--- src/sv/cfb_pkg.sv ---
// Shared types and constants for the command frame builder.
`default_nettype none
package cfb_pkg;

  localparam int MAX_PAYLOAD = 240;
  localparam int QUEUE_DEPTH = 4;

  localparam logic [7:0] SYNC_BYTE = 8'hA5;
  localparam logic [7:0] LF_BYTE   = 8'h0A;
  localparam logic [7:0] CR_BYTE   = 8'h0D;

  localparam int CFG_INDEX_W = 8;
  localparam logic [CFG_INDEX_W-1:0] REG_SOURCE_ADDRESS = 8'd0;
  localparam logic [CFG_INDEX_W-1:0] REG_DEST_ADDRESS   = 8'd1;

  localparam logic OP_START   = 1'b0;
  localparam logic OP_PAYLOAD = 1'b1;

  localparam logic [2:0] HEADER_LAST  = 3'd6;
  localparam logic [2:0] TRAILER_LAST = 3'd3;

  typedef struct packed {
    logic [7:0] source_address;
    logic [7:0] dest_address;
  } addr_cfg_t;

  typedef enum logic [1:0] {
    JOB_HEADER,
    JOB_PAYLOAD,
    JOB_REJECT
  } job_kind_t;

  typedef struct packed {
    job_kind_t   kind;
    logic [7:0]  ctl_code;
    logic [7:0]  function_code;
    logic [7:0]  last_byte;
    logic        trailer;
    logic [15:0] sum;
  } job_t;

  typedef enum logic [2:0] {
    B_IDLE,
    B_HEAD,
    B_DATA,
    B_REJ,
    B_TRAIL
  } back_state_t;

endpackage
`default_nettype wire

--- src/sv/cfb_front.sv ---
// Front end: accepts input transactions, tracks frame state and queues jobs.
`default_nettype none
module cfb_front (
  input  wire logic              clk,
  input  wire logic              rst,
  input  wire cfb_pkg::addr_cfg_t cfg,
  input  wire logic              in_valid,
  output logic                   in_ready,
  input  wire logic              opcode,
  input  wire logic [7:0]        ctl_code,
  input  wire logic [7:0]        function_code,
  input  wire logic [7:0]        payload_length,
  input  wire logic [7:0]        payload_byte,
  input  wire logic              queue_full,
  output logic                   push,
  output cfb_pkg::job_t          job
);

  logic [15:0] running_sum, running_sum_next;
  logic [7:0]  bytes_remaining, bytes_remaining_next;
  logic        frame_open, frame_open_next;
  logic        accept;
  logic [15:0] header_sum;
  logic [15:0] payload_sum;

  assign in_ready = !queue_full;
  assign accept   = in_valid && in_ready;

  assign header_sum = 16'(cfb_pkg::SYNC_BYTE) + 16'(cfb_pkg::SYNC_BYTE)
                    + {8'd0, cfg.source_address} + {8'd0, cfg.dest_address}
                    + {8'd0, ctl_code} + {8'd0, function_code}
                    + {8'd0, payload_length};
  assign payload_sum = running_sum + {8'd0, payload_byte};

  always_comb begin
    running_sum_next     = running_sum;
    bytes_remaining_next = bytes_remaining;
    frame_open_next      = frame_open;
    push                 = 1'b0;
    job.kind             = cfb_pkg::JOB_HEADER;
    job.ctl_code         = ctl_code;
    job.function_code    = function_code;
    job.last_byte        = payload_length;
    job.trailer          = 1'b0;
    job.sum              = header_sum;
    if (accept) begin
      if (opcode == cfb_pkg::OP_START) begin
        push = 1'b1;
        if (payload_length > 8'(cfb_pkg::MAX_PAYLOAD)) begin
          job.kind             = cfb_pkg::JOB_REJECT;
          running_sum_next     = 16'd0;
          bytes_remaining_next = 8'd0;
          frame_open_next      = 1'b0;
        end else if (payload_length == 8'd0) begin
          job.trailer          = 1'b1;
          running_sum_next     = 16'd0;
          bytes_remaining_next = 8'd0;
          frame_open_next      = 1'b0;
        end else begin
          running_sum_next     = header_sum;
          bytes_remaining_next = payload_length;
          frame_open_next      = 1'b1;
        end
      end else if (frame_open && bytes_remaining != 8'd0) begin
        push          = 1'b1;
        job.kind      = cfb_pkg::JOB_PAYLOAD;
        job.last_byte = payload_byte;
        job.sum       = payload_sum;
        if (bytes_remaining == 8'd1) begin
          job.trailer          = 1'b1;
          running_sum_next     = 16'd0;
          bytes_remaining_next = 8'd0;
          frame_open_next      = 1'b0;
        end else begin
          running_sum_next     = payload_sum;
          bytes_remaining_next = bytes_remaining - 8'd1;
        end
      end
    end
  end

  always_ff @(posedge clk) begin
    if (rst) begin
      running_sum     <= 16'd0;
      bytes_remaining <= 8'd0;
      frame_open      <= 1'b0;
    end else begin
      running_sum     <= running_sum_next;
      bytes_remaining <= bytes_remaining_next;
      frame_open      <= frame_open_next;
    end
  end

endmodule
`default_nettype wire

--- src/sv/cfb_queue.sv ---
// Short job queue between the front end and the byte serializer.
`default_nettype none
module cfb_queue #(
  parameter int DEPTH = cfb_pkg::QUEUE_DEPTH
) (
  input  wire logic          clk,
  input  wire logic          rst,
  input  wire logic          push,
  input  wire cfb_pkg::job_t push_job,
  input  wire logic          pop,
  output cfb_pkg::job_t      head_job,
  output logic               full,
  output logic               empty
);

  localparam int AW = (DEPTH > 1) ? $clog2(DEPTH) : 1;
  localparam int CW = $clog2(DEPTH + 1);
  localparam logic [AW-1:0] LAST_PTR = AW'(DEPTH - 1);

  cfb_pkg::job_t entries [DEPTH];
  logic [AW-1:0] wr_ptr, rd_ptr, rd_ptr_next;
  logic [CW-1:0] count;
  logic          do_push, do_pop;

  assign full        = count == CW'(DEPTH);
  assign empty       = count == '0;
  assign do_push     = push && !full;
  assign do_pop      = pop && !empty;
  assign rd_ptr_next = do_pop ? ((rd_ptr == LAST_PTR) ? '0 : rd_ptr + AW'(1)) : rd_ptr;

  // The head entry is kept in a register; a job written to the next head slot is forwarded.
  always_ff @(posedge clk) begin
    if (do_push) begin
      entries[wr_ptr] <= push_job;
    end
    if (do_push && (wr_ptr == rd_ptr_next)) begin
      head_job <= push_job;
    end else begin
      head_job <= entries[rd_ptr_next];
    end
  end

  always_ff @(posedge clk) begin
    if (rst) begin
      wr_ptr <= '0;
      rd_ptr <= '0;
      count  <= '0;
    end else begin
      if (do_push) begin
        wr_ptr <= (wr_ptr == LAST_PTR) ? '0 : wr_ptr + AW'(1);
      end
      rd_ptr <= rd_ptr_next;
      if (do_push && !do_pop) begin
        count <= count + CW'(1);
      end else if (do_pop && !do_push) begin
        count <= count - CW'(1);
      end
    end
  end

endmodule
`default_nettype wire

--- src/sv/cfb_back.sv ---
// Back end: expands queued jobs into the serialized frame bytes.
`default_nettype none
module cfb_back (
  input  wire logic               clk,
  input  wire logic               rst,
  input  wire cfb_pkg::addr_cfg_t cfg,
  input  wire cfb_pkg::job_t      head_job,
  input  wire logic               queue_empty,
  output logic                    pop,
  output logic                    out_valid,
  input  wire logic               out_ready,
  output logic [7:0]              out_byte,
  output logic                    frame_end,
  output logic                    rejected
);

  cfb_pkg::back_state_t state, state_next;
  logic [2:0]    idx, idx_next;
  cfb_pkg::job_t job;
  logic          last;
  logic          fire;
  logic [15:0]   checksum;

  assign checksum = (~job.sum) + 16'd1;
  assign fire     = out_valid && out_ready;

  always_comb begin
    out_valid = 1'b0;
    out_byte  = 8'd0;
    frame_end = 1'b0;
    rejected  = 1'b0;
    last      = 1'b0;
    case (state)
      cfb_pkg::B_HEAD: begin
        out_valid = 1'b1;
        last      = (idx == cfb_pkg::HEADER_LAST) && !job.trailer;
        case (idx)
          3'd0, 3'd1: out_byte = cfb_pkg::SYNC_BYTE;
          3'd2:       out_byte = cfg.source_address;
          3'd3:       out_byte = cfg.dest_address;
          3'd4:       out_byte = job.ctl_code;
          3'd5:       out_byte = job.function_code;
          default:    out_byte = job.last_byte;
        endcase
      end
      cfb_pkg::B_DATA: begin
        out_valid = 1'b1;
        out_byte  = job.last_byte;
        last      = !job.trailer;
      end
      cfb_pkg::B_REJ: begin
        out_valid = 1'b1;
        rejected  = 1'b1;
        last      = 1'b1;
      end
      cfb_pkg::B_TRAIL: begin
        out_valid = 1'b1;
        last      = idx == cfb_pkg::TRAILER_LAST;
        case (idx)
          3'd0:    out_byte = checksum[15:8];
          3'd1:    out_byte = checksum[7:0];
          3'd2:    out_byte = cfb_pkg::LF_BYTE;
          default: begin
            out_byte  = cfb_pkg::CR_BYTE;
            frame_end = 1'b1;
          end
        endcase
      end
      default: begin
        out_valid = 1'b0;
      end
    endcase
  end

  assign pop = !queue_empty && ((state == cfb_pkg::B_IDLE) || (fire && last));

  always_comb begin
    state_next = state;
    idx_next   = idx;
    if (pop) begin
      idx_next = 3'd0;
      case (head_job.kind)
        cfb_pkg::JOB_HEADER:  state_next = cfb_pkg::B_HEAD;
        cfb_pkg::JOB_PAYLOAD: state_next = cfb_pkg::B_DATA;
        default:              state_next = cfb_pkg::B_REJ;
      endcase
    end else if (fire) begin
      if (last) begin
        state_next = cfb_pkg::B_IDLE;
      end else if (state == cfb_pkg::B_DATA ||
                   (state == cfb_pkg::B_HEAD && idx == cfb_pkg::HEADER_LAST)) begin
        state_next = cfb_pkg::B_TRAIL;
        idx_next   = 3'd0;
      end else begin
        idx_next = idx + 3'd1;
      end
    end
  end

  always_ff @(posedge clk) begin
    if (rst) begin
      state <= cfb_pkg::B_IDLE;
      idx   <= 3'd0;
    end else begin
      state <= state_next;
      idx   <= idx_next;
    end
  end

  always_ff @(posedge clk) begin
    if (pop) begin
      job <= head_job;
    end
  end

endmodule
`default_nettype wire

--- src/sv/command_frame_builder_core.sv ---
// Top level of the command frame builder: configuration registers and the front, queue and back.
//
// Each start transaction yields a seven byte header and, when its length is zero, the four byte
// trailer; each payload transaction yields its byte and, after the last one, the trailer. A
// length above the maximum yields one rejected result. Output runs at one byte per cycle while
// out_ready is high, set by the serializer in the back end; input is taken in every cycle while
// the job queue has room, and once its QUEUE_DEPTH jobs are full, input waits for the back end
// to pop a job. Payload transactions without trailer pass at one per cycle while out_ready is
// high. Configuration writes are taken at once and must only happen while the block is idle.
`default_nettype none
module command_frame_builder_core #(
  parameter int QUEUE_DEPTH = cfb_pkg::QUEUE_DEPTH
) (
  input  wire logic                            clk,
  input  wire logic                            rst,
  input  wire logic                            cfg_valid,
  output logic                                 cfg_ready,
  input  wire logic [cfb_pkg::CFG_INDEX_W-1:0] cfg_index,
  input  wire logic [7:0]                      cfg_data,
  input  wire logic                            in_valid,
  output logic                                 in_ready,
  input  wire logic                            opcode,
  input  wire logic [7:0]                      ctl_code,
  input  wire logic [7:0]                      function_code,
  input  wire logic [7:0]                      payload_length,
  input  wire logic [7:0]                      payload_byte,
  output logic                                 out_valid,
  input  wire logic                            out_ready,
  output logic [7:0]                           out_byte,
  output logic                                 frame_end,
  output logic                                 rejected
);

  cfb_pkg::addr_cfg_t cfg;
  cfb_pkg::job_t      push_job;
  cfb_pkg::job_t      head_job;
  logic               push;
  logic               pop;
  logic               queue_full;
  logic               queue_empty;

  assign cfg_ready = 1'b1;

  always_ff @(posedge clk) begin
    if (rst) begin
      cfg.source_address <= 8'd1;
      cfg.dest_address   <= 8'd0;
    end else if (cfg_valid && cfg_ready) begin
      if (cfg_index == cfb_pkg::REG_SOURCE_ADDRESS) begin
        cfg.source_address <= cfg_data;
      end else if (cfg_index == cfb_pkg::REG_DEST_ADDRESS) begin
        cfg.dest_address <= cfg_data;
      end
    end
  end

  cfb_front u_front (
    .clk            (clk),
    .rst            (rst),
    .cfg            (cfg),
    .in_valid       (in_valid),
    .in_ready       (in_ready),
    .opcode         (opcode),
    .ctl_code       (ctl_code),
    .function_code  (function_code),
    .payload_length (payload_length),
    .payload_byte   (payload_byte),
    .queue_full     (queue_full),
    .push           (push),
    .job            (push_job)
  );

  cfb_queue #(
    .DEPTH (QUEUE_DEPTH)
  ) u_queue (
    .clk      (clk),
    .rst      (rst),
    .push     (push),
    .push_job (push_job),
    .pop      (pop),
    .head_job (head_job),
    .full     (queue_full),
    .empty    (queue_empty)
  );

  cfb_back u_back (
    .clk         (clk),
    .rst         (rst),
    .cfg         (cfg),
    .head_job    (head_job),
    .queue_empty (queue_empty),
    .pop         (pop),
    .out_valid   (out_valid),
    .out_ready   (out_ready),
    .out_byte    (out_byte),
    .frame_end   (frame_end),
    .rejected    (rejected)
  );

endmodule
`default_nettype wire
--- config.mk ---
export PLATFORM = sky130hd
export DESIGN_NAME = command_frame_builder_core
export DESIGN_NICKNAME = d
export VERILOG_FILES = /design/src/sv/cfb_pkg.sv /design/src/sv/cfb_front.sv /design/src/sv/cfb_queue.sv /design/src/sv/cfb_back.sv /design/src/sv/command_frame_builder_core.sv
export SDC_FILE = /design/constraint.sdc
export NUM_CORES = 1
export LEC_CHECK = 0
export BUFFER_PORTS_ARGS = -buffer_cell sky130_fd_sc_hd__buf_2
export CORE_MARGIN = 1.5
export CORE_UTILIZATION = 60
export DETAILED_ROUTE_END_ITERATION = 6
export GPL_TIMING_DRIVEN = 0
export MAX_ROUTING_LAYER = met4
export PLACE_DENSITY = 0.89
export SYNTH_ARGS = -nofsm -noshare
export SYNTH_HDL_FRONTEND = slang
export SYNTH_SLANG_ARGS = --single-unit
--- constraint.sdc ---
create_clock -name clk -period 7.75 [get_ports clk]
set_clock_uncertainty 0.2 [all_clocks]
set_input_delay 1.1625 -clock clk [delete_from_list [all_inputs] [get_ports clk]]
set_output_delay 1.1625 -clock clk [all_outputs]
set_load 0.005 [all_outputs]
; ---- Word-level counts from Yosys, hierarchy flattened
; Memories as Yosys holds them, arrays and structs flattened. A register that Yosys moved wholly into a read port is not among the register bits.
; Cells that the tools add are included.
[totals]
regBits = 95
ramBits = 172
inputBits = 54
output_inout_bits = 13
wordCells = 140
memories = 1
[op_classes]
addsub = 13
order_cmp = 1
n_eq_ne = 18
mux = 51
bitwise_logic = 3
n_reduce_logical = 38
[mem_list]
columns = name, depth, word_bits, rd, rd_ports_with_merged_regs, wr, line_no
row1 = u_queue.entries, 4, 43, 1, 1, 1, cfb_queue.sv:20  ; cfb_pkg::job_t entries [DEPTH];
[op_table]
columns = operator, n
row1 = 2-to-1 mux 16 bit, 6
row2 = adder 16 x 8 -> 16 bit, 5
row3 = 2-to-1 mux 25 bit, 2
row4 = 2-to-1 mux 8 bit, 6
row5 = one-hot mux 8 bit (3 select lines), 2
row6 = one-hot mux 8 bit (5 select lines), 1
row7 = 2-to-1 mux 3 bit, 7
row8 = 2-to-1 mux 1 bit, 19
row9 = "adder 16 x 1 -> 16 bit, second input constant", 1
row10 = "equality test 8 x 1 -> 1 bit, second input constant", 2
row11 = logical NOT 8 bit, 2
row12 = inverter 16 bit, 1
row13 = "equality test 3 bit, second input constant", 5
row14 = "equality test 3 x 2 -> 1 bit, second input constant", 4
row15 = 2-to-1 mux 2 bit, 6
row16 = logical AND 1 bit, 11
row17 = "adder 9 x 8 -> 10 bit, first input constant", 1
row18 = logical NOT 3 bit, 3
row19 = "greater-than comparator 8 bit, second input constant", 1
row20 = AND reduction 2 bit, 4
row21 = nonzero test 8 bit, 1
row22 = "subtractor 8 x 1 -> 8 bit, second input constant", 1
row23 = "adder 3 x 1 -> 3 bit, second input constant", 2
row24 = "equality test 3 x 1 -> 1 bit, second input constant", 2
row25 = other kinds (17), 29

; ---- Depth between registers and ports, before layout
[depth]
word_depth = 11
ltp_mapped = 16
ltp_nobuf = 16

; ---- By module
; From an unflattened synthesis, not the netlist that was laid out.
[unflattened]
cells_unflattened = 996
hier_area_um2 = 13320.3
[by_module_without_submodules]
columns = mod, instances, cells_each, area_per_inst_um2, seq_area_each_um2
row1 = cfb_queue, 1, 274, 6698.9, 5345.1
row2 = cfb_front, 1, 441, 3363.2, 500.5
row3 = cfb_back, 1, 212, 2539.9, 1351.3
row4 = command_frame_builder_core, 1, 69, 718.2, 320.3

; ---- Worst setup path before layout
; No wires, ideal clock.
[synth_path]
path_kind = input port to flip-flop
start = input ctl_code[1]
end = memory u_queue.entries[0][9] (netlist bit) (data pin)
setup_ns = 0.293
t_arrival_ns = 4.347
t_required_ns = 7.257
setup_slack_ns = 2.910
path_stages = 12
n_path_buf = 0
path_cell_list = fa_1 > inv_1 > fa_1 > fa_1 > inv_1 > ha_1 > fa_1 > a211o_1 > a211o_1 > a21o_1 > a21oi_1 > a31oi_1
[synth_lines]
columns = element, line_no
row1 = from (decl), command_frame_builder_core.sv:23  ; input wire logic [7:0] ctl_code,
row2 = to (decl), cfb_queue.sv:20

; ---- Final worst setup path
[layout_path]
start = register u_back.idx[2]
end = output out_byte[7]
[layout_via]
elab_chain_len = 4
word_cells_on_any_way = 10
cone_classes = 5 x eq/ne / 3 x mux / 2 x reduce/logical
[layout_lines]
columns = element, line_no
row1 = from (decl), cfb_back.sv:18  ; logic [2:0] idx, idx_next;
row2 = from (signal assigned), cfb_back.sv:106  ; idx <= idx_next;
row3 = equality test 3 x 1 -> 1 bit or logical NOT 3 bit (tied branches), "cfb_back.sv:37, cfb_back.sv:59"
row4 = OR reduction 2 bit, cfb_back.sv:37  ; case (idx)
row5 = one-hot mux 8 bit (5 select lines), cfb_back.sv:37
row6 = one-hot mux 8 bit (3 select lines) *, cfb_back.sv:33  ; case (state)
row7 = to (decl), command_frame_builder_core.sv:29  ; output logic [7:0] out_byte,
; Mark *: on every way between the ends. The rest lies on a longest branch, timed or not.

==> results by group <==
Cells and area
  – Layout cell share with drive strength beyond 1: 0.164
  – NumNets Final: around 1.2k
  – Design area: ~15,000 µm²
  – Finished Layout Cells: between 1k and 1.5k
  – Area Overhead vs Synth: 12.6%
  – Diode count: 0

Critical path
  – Reg2reg path depth: 14
  – Critical path's top delay family: buffers and inverters
  – CP Class: reg2out
  – Crit path DAT: about 4.2 ns
  – Worst flop-to-flop path endpoint: u_queue.entries[3][11]
  – R2r setup slk: roughly 2.9 ns
  – R2R Path Start: cfg[9]
  – CP Max Fanout: 10
  – Startpoint Class: register
  – Worst EP required: around 6.4 ns
  – Buffers and inverters on the worst path: 5
  – CP Cell Sequence: clkbuf_1 > buf_1 > inv_1 > ha_1 > clkbuf_1 > a222oi_1 > o21ai_0 > o21ai_0 > a21oi_1 > a221o_1 > buf_2
  – Critical Path End Type: primary output
  – CP max stage cell: a222oi_1
  – Slowest stage delay, CP: between 0.5 and 0.6 ns

Route
  – Routed Antenna Nets: 0
  – Number of vias per cell: roughly 7
  – DRT iter0 DRCs: roughly 1.2k
  – Avg WL per Cell: ~25 µm
  – DRC Markers: 0
  – DR vias: between 9k and 10k
  – Routed WL: 35,100 µm
  – Drt pass-1 iters: 6

Global route
  – Grt met1 use: 0.421
  – Overflow after GRT: 0
  – Busiest grt layer: met2
  – Met3 usage: 0.0696
  – Grt met2 use: 0.513
  – Pin count of the biggest net entering global routing: 30
  – Total GRT Usage: 0.332
  – Vias in the first global route: 9,588
  – First-pass GRT wire length: ~54,000 µm
  – Antenna violations before repair: 0

Die
  – Die Width: around 150 µm
  – Num rows: 53
  – Initial Utilization: 0.617
  – Ports: 67
  – Die Y: 151 µm
  – Core region area: 21,300 µm²
  – Die ar.: between 20,000 and 25,000 µm²

Synth
  – Synth cell types: 70
  – Synth top area cells: edfxtp_1, dfxtp_1, mux4_2
  – Cells after Synth: 1,011
  – Yosys warns: 0
  – Synth Cell Area: 13,100 µm²
  – Seq/Total Area, Yosys: 0.572
  – Net Count, Synth: 1,128
  – Number of synthesized register bits: between 200 and 300
  – Syn_area_per_cell: around 13 µm²
  – Number of synthesized flops with an enable pin: about 210
  – FFs w/ async S/R, synth: 0
  – Primary FF master, synth: edfxtp_1
  – Synth top area share: 0.487
  – Top cell type by total area after synthesis: edfxtp_1

Place
  – GP Congestion: between 1 and 1.5
  – Detailed Place HPWL: approximately 24,000 µm
  – Placed cell area: roughly 14,000 µm²
  – PortBufs: 63
  – Placed Cells: around 1.4k

STA
  – Final hold slack: roughly 0.30 ns
  – Peak Freq: between 150 and 200 MHz
  – # setup viols final: 0
  – Final Cycle Share: 0.722
  – Final Hold Viols: 0
  – Slew Limit Fails: 0
  – Setup_tns: 0 ns
  – Fin crit period: 5.60 ns
  – RSZ-0062 raised after global routing: no
  – Tightest Pin Transition: 1.09 ns
  – Worst rel slew slack: 0.265

Clocking
  – Num Clock Sinks: 269
  – Worst-Skew Late Latency: ~0.53 ns
  – Postcts setup bufs: 0
  – H-tree depth: 1
  – Clock Path Buffers: 3
  – Cts hold-fix bufs: 0
  – CTS tree: yes
  – Post-CTS sizing: 0
  – Clk root buf: clkbuf_16
  – Clock transition at path regs: 0.06 ns
  – CTS buffer count: 27

Power and ir drop
  – Total Power: between 4 and 5 mW
  – VDD IR max: 0.290 mV
  – P per Cell Area: about 320 nW/µm²
  – Static leakage: 5.34 nW

Hold path
  – Min-delay worst type: reg2reg
  – Hold path depth: 2
  – Min-delay src: u_front.frame_open
  – Hold EP: u_front.frame_open

Flow run
  – Number of max-cap violations: 0

Outcome
  – Status: finished clean
worst min-delay path: cells and delay by family, from the launching register on:
kind	cells	cell delay, ns
compound gates	2	0.13
flops	1	0.32
through the flow:
step	utilization	setup slack (ns)
3_5_place_dp	0.654	2.40
5_1_grt	0.695	1.90
3_3_place_gp	0.648	1.69
6_report	0.695	2.15
2_1_floorplan	-	2.91
4_1_cts	0.695	2.27
worst max path at each step:
| stage | start | endpoint | slack [ns] | cells past startpoint |
|---|---|---|---|---|
| after CTS | u_back.idx[2] | out_byte[7] | 2.27 | 11 |
| after detailed placement | ctl_code[1] | u_queue.entries[1][11] | 2.40 | 13 |
| after global routing | u_back.idx[2] | out_byte[5] | 1.90 | 11 |
| after global placement | out_ready | u_queue.count[2] | 1.69 | 12 |
| final | u_back.idx[2] | out_byte[7] | 2.15 | 11 |
| after floorplan | ctl_code[1] | u_queue.entries[0][9] | 2.91 | 12 |
logic make-up (layout without fill, tap and decap cells):
family | Yosys count | count (layout) | share of synthesized area
AND/OR/NAND/NOR | 250 | 250 | 0.0957
flip-flops | 269 | 269 | 0.572
AO/OA/AOI/OAI | 216 | 216 | 0.113
XOR/XNOR | 30 | 30 | 0.0200
buffers and inverters | 118 | 235 | 0.0349
multiplexers | 64 | 64 | 0.0899
adder cells (fa/ha/maj) | 63 | 63 | 0.0743
other | 1 | 1 | 0.000285
sequential cells by signal, summed over array words and instances (netlist names), named ones only:
name,cells
u_front.bytes_remaining,8
u_back.job,41
cfg,16
u_queue.wr_ptr,2
u_back.state,3
u_queue.count,3
u_queue.entries,172
u_front.frame_open,1
u_front.running_sum,16
u_back.idx,3
u_queue.rd_ptr,2
cell type report:
class,count,area (µm²)
flip-flops and latches,269,7520
fillers,1349,6490
multi-input cells,624,5180
clock buffers,32,714
repair buffers,68,423
well taps,275,344
inverters,70,263
plain buffers,48,196
clock inverters,17,158
metal layers:
metal  vias up  part of all wire
li1       4054                 -
met1      4601              0.37
met2       772              0.46
met3       163              0.12
met4         0             0.052
met5         -                 0
synth_stat cells (3+ instances only):
master       n
a222oi_1     9
or3b_2       4
edfxtp_1   213
or4_1        9
fa_1        25
o211ai_1     8
xnor2_1     19
dfxtp_1     56
o21bai_1     5
mux4_2      43
a221o_1      6
buf_2       10
clkbuf_1    35
a211oi_1    12
o2111ai_1    3
nand3_1     15
a21oi_1     53
and2_1       4
o21a_1       6
nor4_1       9
a22oi_1      8
a221oi_1     4
a21o_1       9
nand2_1     70
a211o_1      5
inv_1       70
or3_1       10
nand2b_1    12
or2_2        3
o211a_1      3
nor2_1      55
nor2b_1      6
a41oi_1      3
o21ai_0     35
a31oi_1     16
ha_1        38
nand3b_1     6
and3_1       8
nor3_1      25
mux2i_1     19
nand4_1      8
xor2_1      11
layout by cell type, fill, tap and decap left out, types with 27 or more instances in the layout:
cell type,synthesis,final
edfxtp_1,213,213
buf_2,10,73
nand2_1,70,70
inv_1,70,70
dfxtp_1,56,56
nor2_1,55,54
a21oi_1,53,53
mux4_2,43,43
clkbuf_1,35,38
ha_1,38,38
o21ai_0,35,35
clkbuf_16,0,27
report_power, final:
| group | leakage [nW] | total (mW) | internal [mW] | switching (mW) |
|---|---|---|---|---|
| clock | 0.420 | 1.28 | 0.731 | 0.553 |
| sequential | 2.41 | 2.01 | 1.87 | 0.143 |
| combinational | 2.52 | 1.39 | 0.551 | 0.839 |
| total | 5.34 | 4.69 | 3.15 | 1.54 |
Note: power is estimated with default switching activity, not from simulation.
